===== src/rtl/core/subtitle_segment_clut_decoder_macros.svh =====
// Assertion macros for the subtitle segment colour table decoder
`ifndef SUBTITLE_SEGMENT_CLUT_DECODER_MACROS_SVH
`define SUBTITLE_SEGMENT_CLUT_DECODER_MACROS_SVH

`ifndef SYNTH
`define SSCD_ASSERT(lbl, clk, rst_n, prop) \
    lbl: assert property (@(posedge clk) disable iff (!rst_n) prop) \
        else $error("sscd assertion failed");
`define SSCD_NEVER(lbl, clk, rst_n, expr) \
    lbl: assert property (@(posedge clk) disable iff (!rst_n) !(expr)) \
        else $error("sscd forbidden condition seen");
`else
`define SSCD_ASSERT(lbl, clk, rst_n, prop)
`define SSCD_NEVER(lbl, clk, rst_n, expr)
`endif

`endif


===== src/rtl/core/sscd_pkg.sv =====
// Shared types and constants of the subtitle segment colour table decoder
`timescale 1ns / 1ps
`default_nettype none

package sscd_pkg;

    localparam int PALETTE_SLOTS = 256;
    localparam int COUNT_W       = $clog2(PALETTE_SLOTS + 1);

    localparam logic [7:0] SYNC_BYTE     = 8'h0F;
    localparam logic [7:0] CLUT_TYPE_RST = 8'd18;
    localparam logic [7:0] SLOT_LAST     = 8'(PALETTE_SLOTS - 1);

    localparam logic RK_ENTRY = 1'b0;
    localparam logic RK_END   = 1'b1;

    typedef enum logic [3:0] {
        PH_HUNT,
        PH_TYPE,
        PH_PAGE_HI,
        PH_PAGE_LO,
        PH_LEN_HI,
        PH_LEN_LO,
        PH_SKIP,
        PH_TAB_ID,
        PH_TAB_VER,
        PH_ENT_ID,
        PH_ENT_FLAGS,
        PH_D0,
        PH_D1,
        PH_D2,
        PH_D3,
        PH_END
    } t_phase;

    typedef struct packed {
        logic       result_kind;
        logic [7:0] table_id;
        logic [3:0] table_version;
        logic [7:0] palette_index;
        logic [7:0] entry_slot;
        logic [7:0] luma;
        logic [7:0] chroma_red;
        logic [7:0] chroma_blue;
        logic [7:0] opacity;
        logic       full_range;
        logic       segment_ok;
    } t_result;

endpackage

`default_nettype wire


===== src/rtl/core/subtitle_segment_clut_decoder.sv =====
// Top level of the subtitle segment colour table decoder
// Usage:
//   Request channel: i_in_valid / o_in_ready carry one stream byte
//   (i_data_byte) and a restart flag per request. Restart drops any partial
//   segment and hunts for the sync byte before that byte is parsed.
//   Result channel: o_out_valid / i_out_ready carry palette entries and the
//   end-of-table result with its length status.
//   Configuration: i_cfg_wr_en writes i_cfg_wr_data into the table segment
//   type code at the clock edge; write it only while the decoder is idle.
// Timing:
//   One byte is taken every clock while o_in_ready is high. A result caused
//   by a byte is registered in the result register, or in the skid stage if
//   that is full; the end-of-table result is raised by the byte that follows
//   the last segment byte. The result register plus one skid stage decouple
//   the channels, so o_in_ready falls only while both hold a result the receiver has not taken.
// Reset:
//   Synchronous, active low: type code returns to 18, the parser hunts for
//   sync, and both result stages are emptied.
`timescale 1ns / 1ps
`default_nettype none

module subtitle_segment_clut_decoder
    import sscd_pkg::*;
(
    input  wire logic        i_clk,
    input  wire logic        i_rst_n,
    input  wire logic        i_cfg_wr_en,
    input  wire logic [7:0]  i_cfg_wr_data,
    input  wire logic        i_in_valid,
    output      logic        o_in_ready,
    input  wire logic [7:0]  i_data_byte,
    input  wire logic        i_restart,
    output      logic        o_out_valid,
    input  wire logic        i_out_ready,
    output      logic        o_result_kind,
    output      logic [7:0]  o_table_id,
    output      logic [3:0]  o_table_version,
    output      logic [7:0]  o_palette_index,
    output      logic [7:0]  o_entry_slot,
    output      logic [7:0]  o_luma,
    output      logic [7:0]  o_chroma_red,
    output      logic [7:0]  o_chroma_blue,
    output      logic [7:0]  o_opacity,
    output      logic        o_full_range,
    output      logic        o_segment_ok
);

    logic [7:0] r_clut_type_code;
    logic       accept;
    logic       res_valid;
    t_result    res;
    t_result    out_data;

    assign accept = i_in_valid && o_in_ready;

    always_ff @(posedge i_clk) begin
        if (!i_rst_n) begin
            r_clut_type_code <= CLUT_TYPE_RST;
        end else if (i_cfg_wr_en) begin
            r_clut_type_code <= i_cfg_wr_data;
        end
    end

    sscd_parser u_parser (
        .i_clk            (i_clk),
        .i_rst_n          (i_rst_n),
        .i_accept         (accept),
        .i_data_byte      (i_data_byte),
        .i_restart        (i_restart),
        .i_clut_type_code (r_clut_type_code),
        .o_res_valid      (res_valid),
        .o_res            (res)
    );

    sscd_out_buf u_out_buf (
        .i_clk        (i_clk),
        .i_rst_n      (i_rst_n),
        .i_push       (accept && res_valid),
        .i_push_data  (res),
        .o_push_ready (o_in_ready),
        .o_valid      (o_out_valid),
        .i_ready      (i_out_ready),
        .o_data       (out_data)
    );

    assign o_result_kind   = out_data.result_kind;
    assign o_table_id      = out_data.table_id;
    assign o_table_version = out_data.table_version;
    assign o_palette_index = out_data.palette_index;
    assign o_entry_slot    = out_data.entry_slot;
    assign o_luma          = out_data.luma;
    assign o_chroma_red    = out_data.chroma_red;
    assign o_chroma_blue   = out_data.chroma_blue;
    assign o_opacity       = out_data.opacity;
    assign o_full_range    = out_data.full_range;
    assign o_segment_ok    = out_data.segment_ok;

endmodule

`default_nettype wire


===== src/rtl/core/sscd_parser.sv =====
// Byte parser: segment header, table header and palette entry decode
`timescale 1ns / 1ps
`default_nettype none

module sscd_parser
    import sscd_pkg::*;
(
    input  wire logic         i_clk,
    input  wire logic         i_rst_n,
    input  wire logic         i_accept,
    input  wire logic [7:0]   i_data_byte,
    input  wire logic         i_restart,
    input  wire logic [7:0]   i_clut_type_code,
    output      logic         o_res_valid,
    output      t_result      o_res
);

    t_phase               r_phase,        n_phase;
    logic [7:0]           r_seg_kind,     n_seg_kind;
    logic [15:0]          r_bytes_left,   n_bytes_left;
    logic [7:0]           r_table,        n_table;
    logic [3:0]           r_version,      n_version;
    logic [7:0]           r_entry,        n_entry;
    logic                 r_entry_full,   n_entry_full;
    logic [23:0]          r_entry_bytes,  n_entry_bytes;
    logic [COUNT_W-1:0]   r_entry_count,  n_entry_count;
    logic                 r_length_error, n_length_error;

    t_phase      ph_eff;
    logic [31:0] word;
    logic        emit;
    logic [15:0] left_dec;
    logic [15:0] seg_len;

    always_comb begin
        ph_eff   = (r_phase == PH_END || i_restart) ? PH_HUNT : r_phase;
        word     = {r_entry_bytes, i_data_byte};
        emit     = (ph_eff == PH_D1 && !r_entry_full) || ph_eff == PH_D3;
        left_dec = r_bytes_left - 16'(r_bytes_left != 16'd0);
        seg_len  = {r_bytes_left[15:8], i_data_byte};
    end

    always_comb begin
        t_phase body_next;
        body_next      = PH_ENT_ID;
        n_phase        = ph_eff;
        n_seg_kind     = r_seg_kind;
        n_bytes_left   = r_bytes_left;
        n_table        = r_table;
        n_version      = r_version;
        n_entry        = r_entry;
        n_entry_full   = r_entry_full;
        n_entry_bytes  = r_entry_bytes;
        n_entry_count  = r_entry_count;
        n_length_error = r_length_error;
        case (ph_eff)
            PH_HUNT: begin
                n_phase = (i_data_byte == SYNC_BYTE) ? PH_TYPE : PH_HUNT;
            end
            PH_TYPE: begin
                n_seg_kind = i_data_byte;
                n_phase    = PH_PAGE_HI;
            end
            PH_PAGE_HI: n_phase = PH_PAGE_LO;
            PH_PAGE_LO: n_phase = PH_LEN_HI;
            PH_LEN_HI: begin
                n_bytes_left = {i_data_byte, 8'h00};
                n_phase      = PH_LEN_LO;
            end
            PH_LEN_LO: begin
                n_bytes_left = seg_len;
                if (r_seg_kind == i_clut_type_code) begin
                    n_table        = '0;
                    n_version      = '0;
                    n_entry        = '0;
                    n_entry_full   = 1'b0;
                    n_entry_bytes  = '0;
                    n_entry_count  = '0;
                    n_length_error = 1'b0;
                    if (seg_len == 16'd0) begin
                        n_length_error = 1'b1;
                        n_phase        = PH_END;
                    end else begin
                        n_phase = PH_TAB_ID;
                    end
                end else begin
                    n_phase = (seg_len == 16'd0) ? PH_HUNT : PH_SKIP;
                end
            end
            PH_SKIP: begin
                n_bytes_left = left_dec;
                if (left_dec == 16'd0) begin
                    n_phase = PH_HUNT;
                end
            end
            default: begin
                n_bytes_left = left_dec;
                case (ph_eff)
                    PH_TAB_ID: begin
                        n_table   = i_data_byte;
                        body_next = PH_TAB_VER;
                    end
                    PH_TAB_VER: begin
                        n_version = i_data_byte[7:4];
                        body_next = PH_ENT_ID;
                    end
                    PH_ENT_ID: begin
                        n_entry   = i_data_byte;
                        body_next = PH_ENT_FLAGS;
                    end
                    PH_ENT_FLAGS: begin
                        n_entry_full  = i_data_byte[0];
                        n_entry_bytes = '0;
                        body_next     = PH_D0;
                    end
                    PH_D0: begin
                        n_entry_bytes = {16'h0000, i_data_byte};
                        body_next     = PH_D1;
                    end
                    PH_D1: begin
                        n_entry_bytes = word[23:0];
                        body_next     = r_entry_full ? PH_D2 : PH_ENT_ID;
                    end
                    PH_D2: begin
                        n_entry_bytes = word[23:0];
                        body_next     = PH_D3;
                    end
                    default: begin
                        n_entry_bytes = word[23:0];
                        body_next     = PH_ENT_ID;
                    end
                endcase
                if (emit) begin
                    if (r_entry_count >= COUNT_W'(PALETTE_SLOTS)) begin
                        n_length_error = 1'b1;
                    end else begin
                        n_entry_count = r_entry_count + COUNT_W'(1);
                    end
                end
                if (left_dec == 16'd0) begin
                    if (body_next != PH_ENT_ID) begin
                        n_length_error = 1'b1;
                    end
                    n_phase = PH_END;
                end else begin
                    n_phase = body_next;
                end
            end
        endcase
    end

    always_comb begin
        logic [7:0] y, cr, cb, t;
        if (r_entry_full) begin
            y  = word[31:24];
            cr = word[23:16];
            cb = word[15:8];
            t  = word[7:0];
        end else begin
            y  = {word[15:10], 2'b00};
            cr = {word[9:6], 4'h0};
            cb = {word[5:2], 4'h0};
            t  = {word[1:0], 6'h00};
        end
        o_res_valid         = 1'b0;
        o_res               = '0;
        o_res.table_id      = r_table;
        o_res.table_version = r_version;
        if (r_phase == PH_END) begin
            o_res_valid       = 1'b1;
            o_res.result_kind = RK_END;
            o_res.entry_slot  = (int'(r_entry_count) > 255) ? 8'hFF : 8'(r_entry_count);
            o_res.segment_ok  = !r_length_error;
        end else if (emit) begin
            o_res_valid         = 1'b1;
            o_res.result_kind   = RK_ENTRY;
            o_res.palette_index = r_entry;
            o_res.entry_slot    = (r_entry_count >= COUNT_W'(PALETTE_SLOTS)) ?
                                  SLOT_LAST : 8'(r_entry_count);
            o_res.luma          = y;
            o_res.chroma_red    = (y == 8'h00) ? 8'h00 : cr;
            o_res.chroma_blue   = (y == 8'h00) ? 8'h00 : cb;
            o_res.opacity       = (y == 8'h00) ? 8'h00 : ~t;
            o_res.full_range    = r_entry_full;
        end
    end

    always_ff @(posedge i_clk) begin
        if (!i_rst_n) begin
            r_phase        <= PH_HUNT;
            r_seg_kind     <= '0;
            r_bytes_left   <= '0;
            r_table        <= '0;
            r_version      <= '0;
            r_entry        <= '0;
            r_entry_full   <= 1'b0;
            r_entry_bytes  <= '0;
            r_entry_count  <= '0;
            r_length_error <= 1'b0;
        end else if (i_accept) begin
            r_phase        <= n_phase;
            r_seg_kind     <= n_seg_kind;
            r_bytes_left   <= n_bytes_left;
            r_table        <= n_table;
            r_version      <= n_version;
            r_entry        <= n_entry;
            r_entry_full   <= n_entry_full;
            r_entry_bytes  <= n_entry_bytes;
            r_entry_count  <= n_entry_count;
            r_length_error <= n_length_error;
        end
    end

endmodule

`default_nettype wire


===== src/rtl/core/sscd_out_buf.sv =====
// Result register with skid stage between parser and result channel
`timescale 1ns / 1ps
`default_nettype none

`include "subtitle_segment_clut_decoder_macros.svh"

module sscd_out_buf
    import sscd_pkg::*;
(
    input  wire logic     i_clk,
    input  wire logic     i_rst_n,
    input  wire logic     i_push,
    input  wire t_result  i_push_data,
    output      logic     o_push_ready,
    output      logic     o_valid,
    input  wire logic     i_ready,
    output      t_result  o_data
);

    logic    r_main_valid;
    logic    r_skid_valid;
    t_result r_main;
    t_result r_skid;
    logic    pop;

    assign pop          = r_main_valid && i_ready;
    assign o_push_ready = !r_skid_valid;
    assign o_valid      = r_main_valid;
    assign o_data       = r_main;

    always_ff @(posedge i_clk) begin
        if (!i_rst_n) begin
            r_main_valid <= 1'b0;
            r_skid_valid <= 1'b0;
        end else if (pop) begin
            if (r_skid_valid) begin
                r_main_valid <= 1'b1;
                r_skid_valid <= 1'b0;
            end else begin
                r_main_valid <= i_push;
            end
        end else if (i_push) begin
            if (r_main_valid) begin
                r_skid_valid <= 1'b1;
            end else begin
                r_main_valid <= 1'b1;
            end
        end
    end

    always_ff @(posedge i_clk) begin
        if (pop) begin
            r_main <= r_skid_valid ? r_skid : i_push_data;
        end else if (i_push && !r_main_valid) begin
            r_main <= i_push_data;
        end
        if (i_push && r_main_valid && !pop) begin
            r_skid <= i_push_data;
        end
    end

    `SSCD_NEVER(a_skid_without_main, i_clk, i_rst_n, r_skid_valid && !r_main_valid)
    `SSCD_ASSERT(a_stall_fills_skid, i_clk, i_rst_n, i_push && r_main_valid && !i_ready |=> r_skid_valid)
    `SSCD_ASSERT(a_skid_drains, i_clk, i_rst_n, r_skid_valid && i_ready |=> r_main_valid && !r_skid_valid)

endmodule

`default_nettype wire


===== config.mk =====
export PLATFORM = sky130hd
export DESIGN_NAME = subtitle_segment_clut_decoder
export DESIGN_NICKNAME = d
export VERILOG_FILES = /design/src/rtl/core/sscd_pkg.sv /design/src/rtl/core/subtitle_segment_clut_decoder.sv /design/src/rtl/core/sscd_parser.sv /design/src/rtl/core/sscd_out_buf.sv
export VERILOG_INCLUDE_DIRS = /design/src /design/src/rtl/core
export SDC_FILE = /design/constraint.sdc
export NUM_CORES = 1
export LEC_CHECK = 0
export ABC_AREA = 1
export BUFFER_PORTS_ARGS = -buffer_cell sky130_fd_sc_hd__buf_2
export CORE_UTILIZATION = 64
export CTS_BUF_LIST = sky130_fd_sc_hd__clkbuf_16
export CTS_CLUSTER_DIAMETER = 120
export DETAILED_ROUTE_END_ITERATION = 10
export PLACE_DENSITY = 0.85
export SLEW_MARGIN = 20
export SYNTH_ARGS = -nofsm -noshare
export SYNTH_HDL_FRONTEND = slang
export SYNTH_HIERARCHICAL = 1
export SYNTH_SLANG_ARGS = --single-unit

===== constraint.sdc =====
create_clock -name i_clk -period 12.1 [get_ports i_clk]
set_clock_uncertainty 0.15 [all_clocks]
set_input_delay 1.815 -clock i_clk [delete_from_list [all_inputs] [get_ports i_clk]]
set_output_delay 1.815 -clock i_clk [all_outputs]
set_load 0.01 [all_outputs]

==> results.py <==
metrics = {
    "logic_synthesis": {
        "netlist_area_mm2": 0.0103,
        "synth_edf_count": 126,
        "synthMuxAreaShare_pct": 0,
        "yosys.area_share.simple_pct": 21.8,
        "synth_xor_area_share_pct": 1.02,
        "synthArstFlopShare_pct": 0,
        "synth-main-ff-cell": "edfxtp_1",
        "post_synth.cell_area_avg_um2": 8.77,
        "synth_top_family_by_area": "simple AND/OR/NAND/NOR gates",
        "synth_fa_ha_area_share_pct": 0.488,
        "syn_nets": 1197,
        "yosysTopAreaCell": "edfxtp_1",
        "synthDistinctLibCells": 49,
        "synth_area_leaders": "edfxtp_1 (37%), dfxtp_1 (18%), nand2_1 (10%), o21ai_0 (5.7%), a21oi_1 (4.4%)",
        "ys_ff_latch": 219,
        "synthCells": 1171,
        "synth_compound_area_share_pct": 13.9,
        "yosysSeqAreaShare_pct": 55.0,
        "yosys_warnings": 6,
        "synth.top_cell.area_share_pct": 36.9,
    },
    "worst_setup_path": {
        "crit_path_end_kind": "flip-flop",
        "crit_arrival_ns": 4.54,
        "critPathLaunch": "i_restart",
        "critPathLaunchType": "primary input",
        "r2r-start": "u_parser/r_phase[2]",
        "critical_path_class": "primary input to flip-flop",
        "critPathMaxFanout": 44,
        "worstPathRequired_ns": 12.10,
    },
    "cells_and_area": {
        "layout_common_cells": "nand2_1 (278), edfxtp_1 (126), inv_1 (116), o21ai_0 (115), nor2_1 (110)",
        "layout.nets": 1259,
        "diodes": 0,
        "drive_above_1_share_pct": 14.2,
        "area_growth_pct": 11.3,
        "layout.cells.most_common": "nand2_1",
    },
    "floorplan": {
        "rows": 45,
        "die_y_um": 129,
        "die_x_um": 129,
        "start_util_pct": 66.5,
        "coreArea_mm2": 0.0154,
        "die-area_mm2": 0.0165,
        "ios": 87,
    },
    "routing": {
        "wl_per_cell_um": 15.8,
        "antenna_left": 0,
        "viasPerCell": 5.67,
        "vias": 8289,
        "drt_iter0_drc": 918,
        "drt-total-wl_mm": 23.0,
        "drt_first_pass_iters": 5,
        "drc": 0,
    },
    "clock_tree": {
        "cts_resized": 0,
        "hold_buffers": 0,
        "numClockSinks": 219,
        "clk_latency_ns": 0.52,
        "cts_buffer_depth": 3,
        "h-tree-depth": 1,
        "clkTransAtPathRegs_ns": 0.06,
        "cts_tree": "built",
        "cts_root_buffer": "clkbuf_16",
        "cts_buffers": 23,
        "cts_setup_buffers": 0,
    },
    "place": {
        "gp_congestion": 0.909,
        "dp_hpwl_mm": 15.1,
        "dp_worst_setup_slack_ns": 7.10,
        "io_buffers": 86,
    },
    "timing": {
        "worst_pin_slew_ns": 1.00,
        "timing.final.ws_setup_ns": 7.56,
        "finalCriticalPeriod_ns": 4.54,
        "hold_viol_final": 0,
        "finalCritPeriodShare_pct": 37.5,
        "tns_ns": 0,
        "final_max_slew_viol_count": 0,
        "slew_headroom_pct": 33.1,
        "report.final.setup_viol": 0,
        "rsz0062_at_grt": "no",
        "max_freq_ghz": 0.220,
    },
    "run_status": {
        "status": "finished, final reports clean",
    },
    "hold_path": {
        "hp-class": "flip-flop to flip-flop",
        "min_from": "u_parser/r_entry_bytes[22]",
    },
    "grt": {
        "grt_overflow": 0,
        "grt_pass1_vias": 7629,
        "grt_max_degree": 68,
        "grt_use_total_pct": 28.5,
        "antenna_found_initial": 0,
        "grt_pass1_wl_mm": 37.4,
    },
    "power": {
        "p_leak_nw": 4.82,
        "vdd_drop_max_mv": 0.116,
        "p_per_area_mw_per_mm2": 138,
    },
    "run": {
        "cap_violations": 0,
    },
}
[metrics by stage]
| stage | hold slack (ns) | std cells | power [mW] | instance area (um2) | utilization [%] |
|---|---|---|---|---|---|
| 6_report | 0.316 | 1461 | 1.57 | 11400 | 74.0 |
| 3_5_place_dp | 0.284 | 1419 | 0.915 | 10700 | 69.3 |
| 2_1_floorplan | 0.269 | 1171 | 0.887 | 10300 | - |
| 5_1_grt | 0.339 | 1461 | 1.63 | 11400 | 74.0 |
| 4_1_cts | 0.313 | 1461 | 1.58 | 11400 | 74.0 |
| 3_3_place_gp | 0.278 | 1419 | 0.913 | 10700 | 69.3 |
[cells in the mapped netlist (all sizes together) (4+ instances only)]
cell type,number
nand2,285
o21ai,132
edfxtp,126
inv,124
nor2,121
a21oi,93
dfxtp,93
nand3,36
buf,31
clkbuf,23
nor3,20
a211oi,16
nor3b,14
a221oi,9
nand4,8
xor2,8
nand3b,7
ha,4
xnor2,4
[per-layer routing]
layer  track usage, %  share of wire [%]  up-vias  routed length (um)
met5                0                  0        -                   0
met4             9.97                3.2        0                 738
met3             4.12                6.0       64                1390
met2             48.2                 49      329               11200
met1             37.6                 42     3851                9660
li1                 -                  -     4045                   -
[path summary, 6_finish.rpt]
kind                                      to  slack, ns  depth (start not counted)
setup / recovery        u_out_buf/r_skid[59]       7.56                         11
hold / removal    u_parser/r_entry_bytes[22]       0.32                          2
setup reg to reg        u_out_buf/r_skid[59]       8.47                         11
hold reg to reg   u_parser/r_entry_bytes[22]       0.32                          2
[logic make-up (layout without fill, tap and decap cells)]
family,count (synthesis),count (layout)
simple gates,497,497
compound gates,259,259
flops,219,219
buf+inv,180,259
xor+xnor,12,12
fa+ha+maj,4,4
[where the power goes]
group	switching, mW	internal [mW]	total, mW	leakage (nW)
combinational	0.0752	0.0386	0.114	2.58
clock	0.282	0.390	0.671	0.392
sequential	0.00471	0.784	0.789	1.85
[final cells by class]
| cell class | instances | area, um2 |
|---|---|---|
| Sequential cell | 219 | 5650 |
| Fill cell | 1145 | 4010 |
| Multi-Input combinational cell | 772 | 3850 |
| Clock buffer | 23 | 576 |
| Inverter | 126 | 473 |
| Timing Repair Buffer | 91 | 468 |
| Tap cell | 211 | 264 |
| Clock inverter | 19 | 146 |
[flip-flops by register name (all words and copies together), names as in the netlist, 4 cells and up]
signal / count
u_out_buf/o_data: 63
r_clut_type_code: 8
u_parser/r_entry: 8
u_parser/r_entry_count: 9
u_parser/r_version: 4
u_parser/r_entry_bytes: 24
u_parser/r_bytes_left: 16
u_parser/r_seg_kind: 8
u_parser/r_table: 8
u_parser/r_phase: 4
u_out_buf/r_skid: 63
[critical path, stage by stage]
cell and delay, ns:
buf_2 0.16, inv_2 0.07, nand4_1 0.14, o21ai_1 0.52, inv_2 0.29, nand2_1 0.12
inv_1 0.04, nor2_1 0.14, nand2_1 0.12, nor2_4 0.50, buf_4 0.58
(Power assumes the default switching activity.)
